File: src/design/fct_pkg.sv
// ----------------------------------------------------------------------------
// fct_pkg
// Types and constants shared by the FAT16 cluster table engine.
// ----------------------------------------------------------------------------
package fct_pkg;

  localparam int TABLE_ENTRIES_DEF = 16384;
  localparam int LIM_W             = 17;

  localparam logic [14:0] SCAN_LIMIT_RESET = 15'd15616;
  localparam logic [15:0] LINK_END_MIN     = 16'hFFF8;
  localparam logic [15:0] LINK_EOC         = 16'hFFFF;

  localparam logic [2:0] OP_READ  = 3'd0;
  localparam logic [2:0] OP_WRITE = 3'd1;
  localparam logic [2:0] OP_ALLOC = 3'd2;
  localparam logic [2:0] OP_FREE  = 3'd3;
  localparam logic [2:0] OP_COUNT = 3'd4;

  localparam logic [1:0] ST_OK   = 2'd0;
  localparam logic [1:0] ST_FULL = 2'd1;
  localparam logic [1:0] ST_BAD  = 2'd2;

  typedef struct packed {
    logic [2:0]  opcode;
    logic [15:0] cluster;
    logic [15:0] value;
  } fct_in_t;

  typedef struct packed {
    logic [1:0]  status;
    logic [15:0] result_value;
    logic [14:0] chain_count;
  } fct_out_t;

  typedef struct packed {
    logic clearing;
    logic busy;
  } fct_stat_t;

endpackage

File: src/design/fct_seq.sv
// ----------------------------------------------------------------------------
// fct_seq
// Operation sequencer: clearing pass, table reads and writes,
// allocate scan, chain walks and the result register.
// ----------------------------------------------------------------------------
module fct_seq
  import fct_pkg::*;
#(
  parameter int TABLE_ENTRIES = TABLE_ENTRIES_DEF,
  localparam int AW = $clog2(TABLE_ENTRIES)
) (
  input  logic             clk_i,
  input  logic             rst_ni,
  input  logic [LIM_W-1:0] lim_i,
  input  logic             in_valid_i,
  output logic             in_stall_o,
  input  fct_in_t          in_item_i,
  output logic             out_valid_o,
  input  logic             out_stall_i,
  output fct_out_t         out_item_o,
  output fct_stat_t        stat_o,
  output logic             ram_we_o,
  output logic [AW-1:0]    ram_waddr_o,
  output logic [15:0]      ram_wdata_o,
  output logic             ram_re_o,
  output logic [AW-1:0]    ram_raddr_o,
  input  logic [15:0]      ram_rdata_i
);

  localparam logic [2:0] S_CLEAR  = 3'd0;
  localparam logic [2:0] S_IDLE   = 3'd1;
  localparam logic [2:0] S_RDWAIT = 3'd2;
  localparam logic [2:0] S_SCAN   = 3'd3;
  localparam logic [2:0] S_WALK   = 3'd4;
  localparam logic [2:0] S_FINISH = 3'd5;

  localparam logic [AW-1:0] CLR_LAST = AW'(TABLE_ENTRIES - 1);

  logic [2:0]    state_q, state_d;
  logic [AW-1:0] clr_q, clr_d;
  logic [AW-1:0] cur_q, cur_d;
  logic [14:0]   n_q, n_d;
  logic          clear_q, clear_d;
  fct_out_t      res_q, res_d;
  fct_out_t      out_q, out_d;
  logic          out_valid_q, out_valid_d;
  logic          fwd_q, fwd_d;
  logic [15:0]   fwd_data_q;
  logic [15:0]   rdata;

  always_comb begin
    logic [LIM_W-1:0] cl17;
    logic [LIM_W-1:0] nxt17;
    logic [14:0]      n_inc;
    logic             cl_in;

    state_d     = state_q;
    clr_d       = clr_q;
    cur_d       = cur_q;
    n_d         = n_q;
    clear_d     = clear_q;
    res_d       = res_q;
    out_d       = out_q;
    out_valid_d = out_valid_q;
    ram_we_o    = 1'b0;
    ram_waddr_o = cur_q;
    ram_wdata_o = 16'd0;
    ram_re_o    = 1'b0;
    ram_raddr_o = cur_q;
    cl17        = LIM_W'(in_item_i.cluster);
    cl_in       = cl17 < lim_i;
    nxt17       = LIM_W'(rdata);
    n_inc       = n_q + 15'd1;

    if (out_valid_q && !out_stall_i) begin
      out_valid_d = 1'b0;
    end

    case (state_q)
      S_CLEAR: begin
        ram_we_o    = 1'b1;
        ram_waddr_o = clr_q;
        clr_d       = clr_q + AW'(1);
        if (clr_q == CLR_LAST) begin
          state_d = S_IDLE;
        end
      end
      S_IDLE: begin
        if (in_valid_i) begin
          clear_d = (in_item_i.opcode == OP_FREE);
          n_d     = 15'd0;
          res_d   = '{status: ST_BAD, result_value: 16'd0, chain_count: 15'd0};
          state_d = S_FINISH;
          case (in_item_i.opcode)
            OP_READ: begin
              if (cl_in) begin
                ram_re_o    = 1'b1;
                ram_raddr_o = AW'(in_item_i.cluster);
                state_d     = S_RDWAIT;
              end
            end
            OP_WRITE: begin
              if (cl_in) begin
                ram_we_o     = 1'b1;
                ram_waddr_o  = AW'(in_item_i.cluster);
                ram_wdata_o  = in_item_i.value;
                res_d.status = ST_OK;
              end
            end
            OP_ALLOC: begin
              if (lim_i > LIM_W'(2)) begin
                cur_d       = AW'(2);
                ram_re_o    = 1'b1;
                ram_raddr_o = AW'(2);
                state_d     = S_SCAN;
              end else begin
                res_d.status = ST_FULL;
              end
            end
            OP_FREE, OP_COUNT: begin
              if (cl_in && cl17 >= LIM_W'(2)) begin
                cur_d       = AW'(in_item_i.cluster);
                ram_re_o    = 1'b1;
                ram_raddr_o = AW'(in_item_i.cluster);
                state_d     = S_WALK;
              end
            end
            default: begin
            end
          endcase
        end
      end
      S_RDWAIT: begin
        res_d.status       = ST_OK;
        res_d.result_value = rdata;
        state_d            = S_FINISH;
      end
      S_SCAN: begin
        if (rdata == 16'd0) begin
          ram_we_o           = 1'b1;
          ram_wdata_o        = LINK_EOC;
          res_d.status       = ST_OK;
          res_d.result_value = 16'(cur_q);
          state_d            = S_FINISH;
        end else if (LIM_W'(cur_q) + LIM_W'(1) >= lim_i) begin
          res_d.status = ST_FULL;
          state_d      = S_FINISH;
        end else begin
          cur_d       = cur_q + AW'(1);
          ram_re_o    = 1'b1;
          ram_raddr_o = cur_q + AW'(1);
        end
      end
      S_WALK: begin
        ram_we_o           = clear_q;
        n_d                = n_inc;
        res_d.result_value = 16'(cur_q);
        res_d.chain_count  = n_inc;
        if (rdata >= LINK_END_MIN) begin
          res_d.status = ST_OK;
          state_d      = S_FINISH;
        end else if (nxt17 < LIM_W'(2) || nxt17 >= lim_i || LIM_W'(n_inc) >= lim_i) begin
          res_d.status = ST_BAD;
          state_d      = S_FINISH;
        end else begin
          cur_d       = AW'(rdata);
          ram_re_o    = 1'b1;
          ram_raddr_o = AW'(rdata);
        end
      end
      S_FINISH: begin
        if (!out_valid_q || !out_stall_i) begin
          out_d       = res_q;
          out_valid_d = 1'b1;
          state_d     = S_IDLE;
        end
      end
      default: begin
        state_d = S_IDLE;
      end
    endcase

    fwd_d = ram_re_o && ram_we_o && (ram_raddr_o == ram_waddr_o);
  end

  // same-cycle write and read of one entry returns the new data
  assign rdata = fwd_q ? fwd_data_q : ram_rdata_i;

  always_ff @(posedge clk_i or negedge rst_ni) begin
    if (!rst_ni) begin
      state_q     <= S_CLEAR;
      clr_q       <= '0;
      out_valid_q <= 1'b0;
      fwd_q       <= 1'b0;
    end else begin
      state_q     <= state_d;
      clr_q       <= clr_d;
      out_valid_q <= out_valid_d;
      fwd_q       <= fwd_d;
    end
  end

  always_ff @(posedge clk_i) begin
    cur_q      <= cur_d;
    n_q        <= n_d;
    clear_q    <= clear_d;
    res_q      <= res_d;
    out_q      <= out_d;
    fwd_data_q <= ram_wdata_o;
  end

  assign in_stall_o      = (state_q != S_IDLE);
  assign out_valid_o     = out_valid_q;
  assign out_item_o      = out_q;
  assign stat_o.clearing = (state_q == S_CLEAR);
  assign stat_o.busy     = (state_q != S_IDLE) && (state_q != S_CLEAR);

endmodule

File: config.mk
export PLATFORM = sky130hd
export DESIGN_NAME = fct_seq
export DESIGN_NICKNAME = d
export VERILOG_FILES = /design/src/design/fct_pkg.sv /design/src/design/fct_seq.sv
export SDC_FILE = /design/constraint.sdc
export NUM_CORES = 1
export LEC_CHECK = 0
export BUFFER_PORTS_ARGS = -buffer_cell sky130_fd_sc_hd__buf_2
export CAP_MARGIN = 20
export CORE_MARGIN = 2
export CORE_UTILIZATION = 32
export DETAILED_ROUTE_END_ITERATION = 10
export HOLD_SLACK_MARGIN = 0.08
export PLACE_DENSITY = 0.6
export SYNTH_ARGS = -nofsm -noshare
export SYNTH_HDL_FRONTEND = slang
export SYNTH_SLANG_ARGS = --single-unit
File: constraint.sdc
create_clock -name clk_i -period 6.5 [get_ports clk_i]
set_clock_uncertainty 0.2 [all_clocks]
set_input_delay 0.325 -clock clk_i [delete_from_list [all_inputs] [get_ports clk_i]]
set_output_delay 0.325 -clock clk_i [all_outputs]
set_load 0.02 [all_outputs]
# Yosys cells after proc, flatten, opt, wreduce, memory -nomap -nowiden

Index checks and enable logic that the tools add are counted.

Shift-type cells: 0
Equality and inequality tests: 19
Muxes and demuxes: 64
Bitwise logic cells: 0
Reduce and logical (&&, ||, !) cells: 25
Add/sub/neg operators: 4
Div/mod/pow operators: 0
$mul: 0
Order comparisons: 8

Operators with widths:

| operator                | count |
|---|---|
| $mux W14                | 11 |
| $pmux W14 S3            | 3 |
| $mux W16                | 6 |
| $pmux W18 S4            | 1 |
| $pmux W15 S2            | 2 |
| $pmux W14 S2            | 2 |
| $ge A15 B17 Y1          | 2 |
| $mux W33                | 1 |
| $pmux W16 S2            | 1 |
| $add A14 B1 Y14 const B | 2 |
| $mux W3                 | 9 |
| $pmux W3 S6             | 1 |
| $ge A16 B17 Y1          | 1 |
| $gt A17 B2 Y1 const B   | 1 |
| $lt A16 B17 Y1          | 1 |
| $ge A16 B16 Y1 const B  | 1 |
| $ge A16 B2 Y1 const B   | 1 |
| $logic_not A16 Y1       | 1 |
| $lt A16 B2 Y1 const B   | 1 |
| $add A14 B1 Y15 const B | 1 |
| $add A15 B1 Y15 const B | 1 |
| $mux W1                 | 15 |
| $mux W15                | 1 |
| $eq A14 B14 Y1          | 1 |
| 25 further kinds        | 53 |

Register bits after elaboration: 131
Input port bits: 72
ROM bits: 0
RAM bits: 0
Word-level logic and storage cells: 134
Memories kept: 0
Output and inout bits: 83
Latch bits: 0

# Longest topological paths before layout

Depth after elaboration: 9
Mapped depth: 19
Depth with buffers taken out: 18

# Worst setup path after synthesis

OpenSTA, ideal clock, no wires.

Path type: reg2reg
From: reg cur_q[0]
To: reg fwd_q
Buffers on the path: 2
Slack: 1.405 ns
Arrival time: 4.799 ns
Library setup time: 0.096 ns
Cell stages (with the launch flop): 19
Period minus slack after synthesis: 5.095 ns
Required time: 6.204 ns
Cells stage by stage: edfxtp_1 > clkbuf_1 > nand3_1 > nor4_1 > nand2_1 > or3_1 > xnor2_1 > ha_1 > nand3_1 > nor3_1 > a31oi_1 > clkbuf_1 > a31oi_1 > o21ai_0 > o211a_4 > a211oi_1 > or4_1 > or4_1 > nor4_2

Cells in the longest elaborated chain, start to end: 7
Elaborated cells on any way between the ends: 22
Classes of those cells: add/sub (2); order compare (1); eq/ne (1); mux (16); reduce/logical (2)

Ends and longest elaborated chain:

| what                                                         | line           | source |
|---|---|---|
| from (decl)                                                  | fct_seq.sv:41  | `logic [AW-1:0] cur_q, cur_d;` |
| from (signal assigned)                                       | fct_seq.sv:204 | `cur_q <= cur_d;` |
| $add A14 B1 Y15                                              | fct_seq.sv:145 | `end else if (LIM_W'(cur_q) + LIM_W'(1) >= lim_i) begin` |
| $ge A15 B17 Y1                                               | fct_seq.sv:145 |  |
| $mux W14 / $mux W1 (equally long branches)                   | fct_seq.sv:145 |  |
| $mux W14 / $mux W1 (equally long branches)                   | -              |  |
| $pmux W14 S3 / $pmux W1 S3 (equally long branches)           | fct_seq.sv:79  | `case (state_q)` |
| $eq A14 B14 Y1 / $logic_and A1 B1 Y1 (equally long branches) | fct_seq.sv:183 | `fwd_d = ram_re_o && ram_we_o && (ram_raddr_o == ram_waddr_o);` |
| $logic_and A1 B1 Y1 *                                        | fct_seq.sv:183 |  |
| via fwd_d                                                    | fct_seq.sv:47  | `logic fwd_q, fwd_d;` |
| to (signal assigned)                                         | fct_seq.sv:199 | `fwd_q <= fwd_d;` |
| to (decl)                                                    | fct_seq.sv:47  |  |

Mark *: on every way through the listed nets, which the timed path passes. The rest lies on a longest branch.
A chain may end at the register's enable or synchronous reset.

# Worst setup path in the final report

Ends and elaborated chain as after synthesis.

==> results.sh <==
export IMPL_crit_path_end_kind="flip-flop"
export IMPL_dp_hpwl_um=26500
export IMPL_switching_share_pct=46.0
export IMPL_routed_via_count=8667
export IMPL_initial_core_util_pct=32.7
export IMPL_cp_common_cell="and3_1"
export IMPL_dr_wl_met2_um=15100
export IMPL_drt_initial_drc_count=1076
export IMPL_p_comb_share_pct=47.3
export IMPL_switching_power_w=0.00199
export IMPL_cts_tree="built"
export IMPL_clock_latency_ps=430
export IMPL_p_leak_nw=4.64
export IMPL_cp_cell_sequence="ha_1, and3_1, and3_1, and3_1, nand3_1, xnor2_1, ha_1, a21oi_1, o21ai_0, a21oi_1, a2bb2oi_2, nand3_1, or4_1, o211a_2, and3_1, or4_1, or4_1, nor4_2"
export IMPL_setup_viol=0
export IMPL_clkTransAtPathRegs_ps=60
export IMPL_multi_input_area_mm2=0.00495
export IMPL_grt_remaining_overflow=0
export IMPL_met3WireLength_um=3330
export IMPL_vias_per_cell=5.94
export IMPL_track_usage_pct=24.0
export IMPL_cts_buffers=17
export IMPL_maxCapViolCount=0
export IMPL_max_slew_margin_pct=34.2
export IMPL_slew_violations=0
export IMPL_yosysMostFrequentCell="nand2_1"
export IMPL_start_kind="flip-flop"
export IMPL_reg2reg_depth=18
export IMPL_slowest_stage="edfxtp_1"
export IMPL_hold_depth=4
export IMPL_regArea_mm2=0.00323
export IMPL_drtPass1Iterations=5
export IMPL_min_to="state_q[1]$_DFFE_PN0P_"
export IMPL_final_nets=1247
export IMPL_ff2ff_setup_slack_ps=300
export IMPL_fin_crit_sh_pct=95.4
export IMPL_worstHoldStart="in_item_i[34]"
export IMPL_synth_seq_cells=116
export IMPL_coreArea_mm2=0.0262
export IMPL_io_pin_count=155
export IMPL_p_clk_share_pct=21.1
export IMPL_die_y_um=168
export IMPL_grt_start_max_net_pins=34
export IMPL_met1_length_um=14100
export IMPL_outcome="complete, no violations"
export IMPL_vdd_drop_max_uv=223
export IMPL_min_period_ps=6200
export IMPL_fp_row_count=59
export IMPL_avgSynthCellArea_um2=9.07
export IMPL_seq_power_share_pct=31.6
export IMPL_antenna_found_initial=1
export IMPL_holdWs_ps=165
export IMPL_die_w_um=168
export IMPL_wl_per_cell_um=23.5
export IMPL_synth_edff_count=81
export IMPL_grt_pass1_wl_um=50500
export IMPL_ant_nets=0
export IMPL_r2r_end="fwd_q$_DFF_PN0_"
export IMPL_gp_congestion=1.02
export IMPL_synth_top_cells_by_area="edfxtp_1, ha_1, dfrtp_1"
export IMPL_ys_warn_count=0
export IMPL_cp_top_family="simple AND/OR/NAND/NOR gates"
export IMPL_drc=0
export IMPL_pwr_density_cell_mw_per_mm2=411
export IMPL_synth_common_cells="nand2_1, edfxtp_1, nor2_1"
export IMPL_synth_top_area_share_pct=28.4
export IMPL_path_class="reg -> reg"
export IMPL_antenna_cells=0
export IMPL_grt_pass1_vias=8285
export IMPL_die_area_mm2=0.0281
export IMPL_yosysSeqAreaShare_pct=37.6
export IMPL_highest_layer="met5"
export IMPL_ys_flop_type="edfxtp_1"
export IMPL_syn_area_mm2=0.00857
export IMPL_critical_path_buf_inv_count=0
export IMPL_hp_class="in -> reg"
export IMPL_async_reset_ff_share_pct=16.4
export IMPL_tns_ps=0
export IMPL_clock_path_buffers=2
export IMPL_port_buffers=154
export IMPL_cts_setup_buffers=0
export IMPL_crit_arrival_ps=6310
export IMPL_drive_above_1_share_pct=20.7
export IMPL_cp_slowest_stage_delay_ps=640
export IMPL_syn_nets=1081
export IMPL_ctsRootBufferMaster="clkbuf_16"
export IMPL_clock_sinks=116
export IMPL_routed_wirelength_um=34200
export IMPL_p_int_w=0.00233
export IMPL_crit_fanout=12
export IMPL_r2r_start="cur_q[0]$_DFFE_PP_"
export IMPL_synthToLayoutAreaGrowth_pct=22.8
export IMPL_ys_types=83
export IMPL_rsz0062_at_grt="false"
export IMPL_cts_htree_levels=4
export IMPL_max_freq_mhz=161
export IMPL_hold_viol=0
export IMPL_nFillCells=2623
export IMPL_synthCells=945
export IMPL_tightest_slew_ps=987
export IMPL_synth_top_cell_by_area="edfxtp_1"
export IMPL_critPathRequiredTime_ps=6610
## layer usage
layer  GRT usage [%]  vias up
li1                -     3910
met1            31.1     4147
met3            6.10      111
met4            11.0        2
met2            37.5      497
met5               0        -
## cells by family after synthesis
| kind of cell | Yosys count | synth area share [%] |
|---|---|---|
| and+or+nand+nor | 334 | 20.0 |
| AOI/OAI and AO/OA | 262 | 21.3 |
| DFF | 116 | 37.6 |
| buffers and inverters | 106 | 4.92 |
| adders and majority gates | 64 | 9.34 |
| xor gates and xnor gates | 39 | 3.98 |
| muxes | 24 | 2.89 |
## sequential cells by signal, summed over array words and instances (netlist names)
signal,count
n_q,15
clear_q,1
clr_q,14
out_item_o,33
res_q,18
fwd_q,1
cur_q,14
fwd_data_q,16
out_valid_o,1
state_q,3
## worst register-to-register path: stages, from the launching register on
cell and delay [ps]:
edfxtp_1 640, ha_1 300, and3_1 250, and3_1 320, and3_1 240, nand3_1 160, xnor2_1 200, ha_1 300
a21oi_1 120, o21ai_0 90, a21oi_1 160, a2bb2oi_2 530, nand3_1 480, or4_1 530, o211a_2 160, and3_1 160
or4_1 400, or4_1 510, nor4_2 330
## cell type report
type,count,share of cell area (%)
clock buffer,17,4.04
clock inverter,14,1.25
inverter,59,2.10
multi-input combinational,723,47.1
sequential,116,30.7
tap,335,3.98
timing repair buffer,194,10.9
## power by group through the flow
stage,Sequential [W],Combinational (W),Clock (W)
after floorplan,0.00139,0.00120,0
after global placement,0.00137,0.00197,0
after detailed placement,0.00138,0.00198,0
after CTS,0.00136,0.00199,0.000926
after global routing,0.00139,0.00219,0.000954
final,0.00136,0.00205,0.000912
## through the flow
step | power [W] | worst slack, ps | cells | instance area [µm²] | util, %
3_5_place_dp | 0.00336 | 477 | 1405 | 9730 | 37.1
6_report | 0.00432 | 302 | 1458 | 10500 | 40.2
5_1_grt | 0.00454 | 78.7 | 1458 | 10500 | 40.2
3_3_place_gp | 0.00334 | 601 | 1405 | 9730 | 37.1
4_1_cts | 0.00428 | 474 | 1454 | 10500 | 39.9
2_1_floorplan | 0.00259 | 1410 | 945 | 8570 | -
## what timing repair did
action | 4_1_cts | 5_1_grt
endpoints found under the hold margin | 36 | 0
gates resized for setup | 0 | 0
endpoints found under the setup margin | 0 | 0
hold buffers | 18 | 0
## cell usage in the layout (no fill, tap or decap), types with 14 or more instances in the layout
cell | synthesis | layout
nor3_1 | 21 | 21
and3_1 | 23 | 23
a21o_1 | 24 | 24
buf_4 | 1 | 20
ha_1 | 64 | 64
nand2_1 | 84 | 84
a22oi_1 | 20 | 20
inv_1 | 58 | 58
a221oi_1 | 18 | 18
a21oi_1 | 51 | 50
mux2i_1 | 18 | 18
clkbuf_16 | 0 | 17
a31oi_1 | 14 | 14
dlygate4sd3_1 | 0 | 18
xnor2_1 | 24 | 24
nor2_1 | 71 | 71
dfrtp_1 | 19 | 19
buf_2 | 4 | 154
xor2_1 | 15 | 15
and2_1 | 18 | 18
edfxtp_1 | 81 | 81
nand3_1 | 34 | 34
nand4_1 | 19 | 19
o21ai_0 | 47 | 44
dfxtp_1 | 16 | 16
## worst max path at each step
stage / slack [ps] / end / cells after the start / start
after floorplan: 1410 / fwd_q$_DFF_PN0_ / 18 / cur_q[0]$_DFFE_PP_
after global placement: 600 / fwd_q$_DFF_PN0_ / 18 / cur_q[0]$_DFFE_PP_
after detailed placement: 480 / fwd_q$_DFF_PN0_ / 18 / cur_q[0]$_DFFE_PP_
after CTS: 470 / fwd_q$_DFF_PN0_ / 18 / cur_q[0]$_DFFE_PP_
after global routing: 80 / fwd_q$_DFF_PN0_ / 18 / cur_q[0]$_DFFE_PP_
final: 300 / fwd_q$_DFF_PN0_ / 18 / cur_q[0]$_DFFE_PP_
Power figures use the tool's default switching activity.
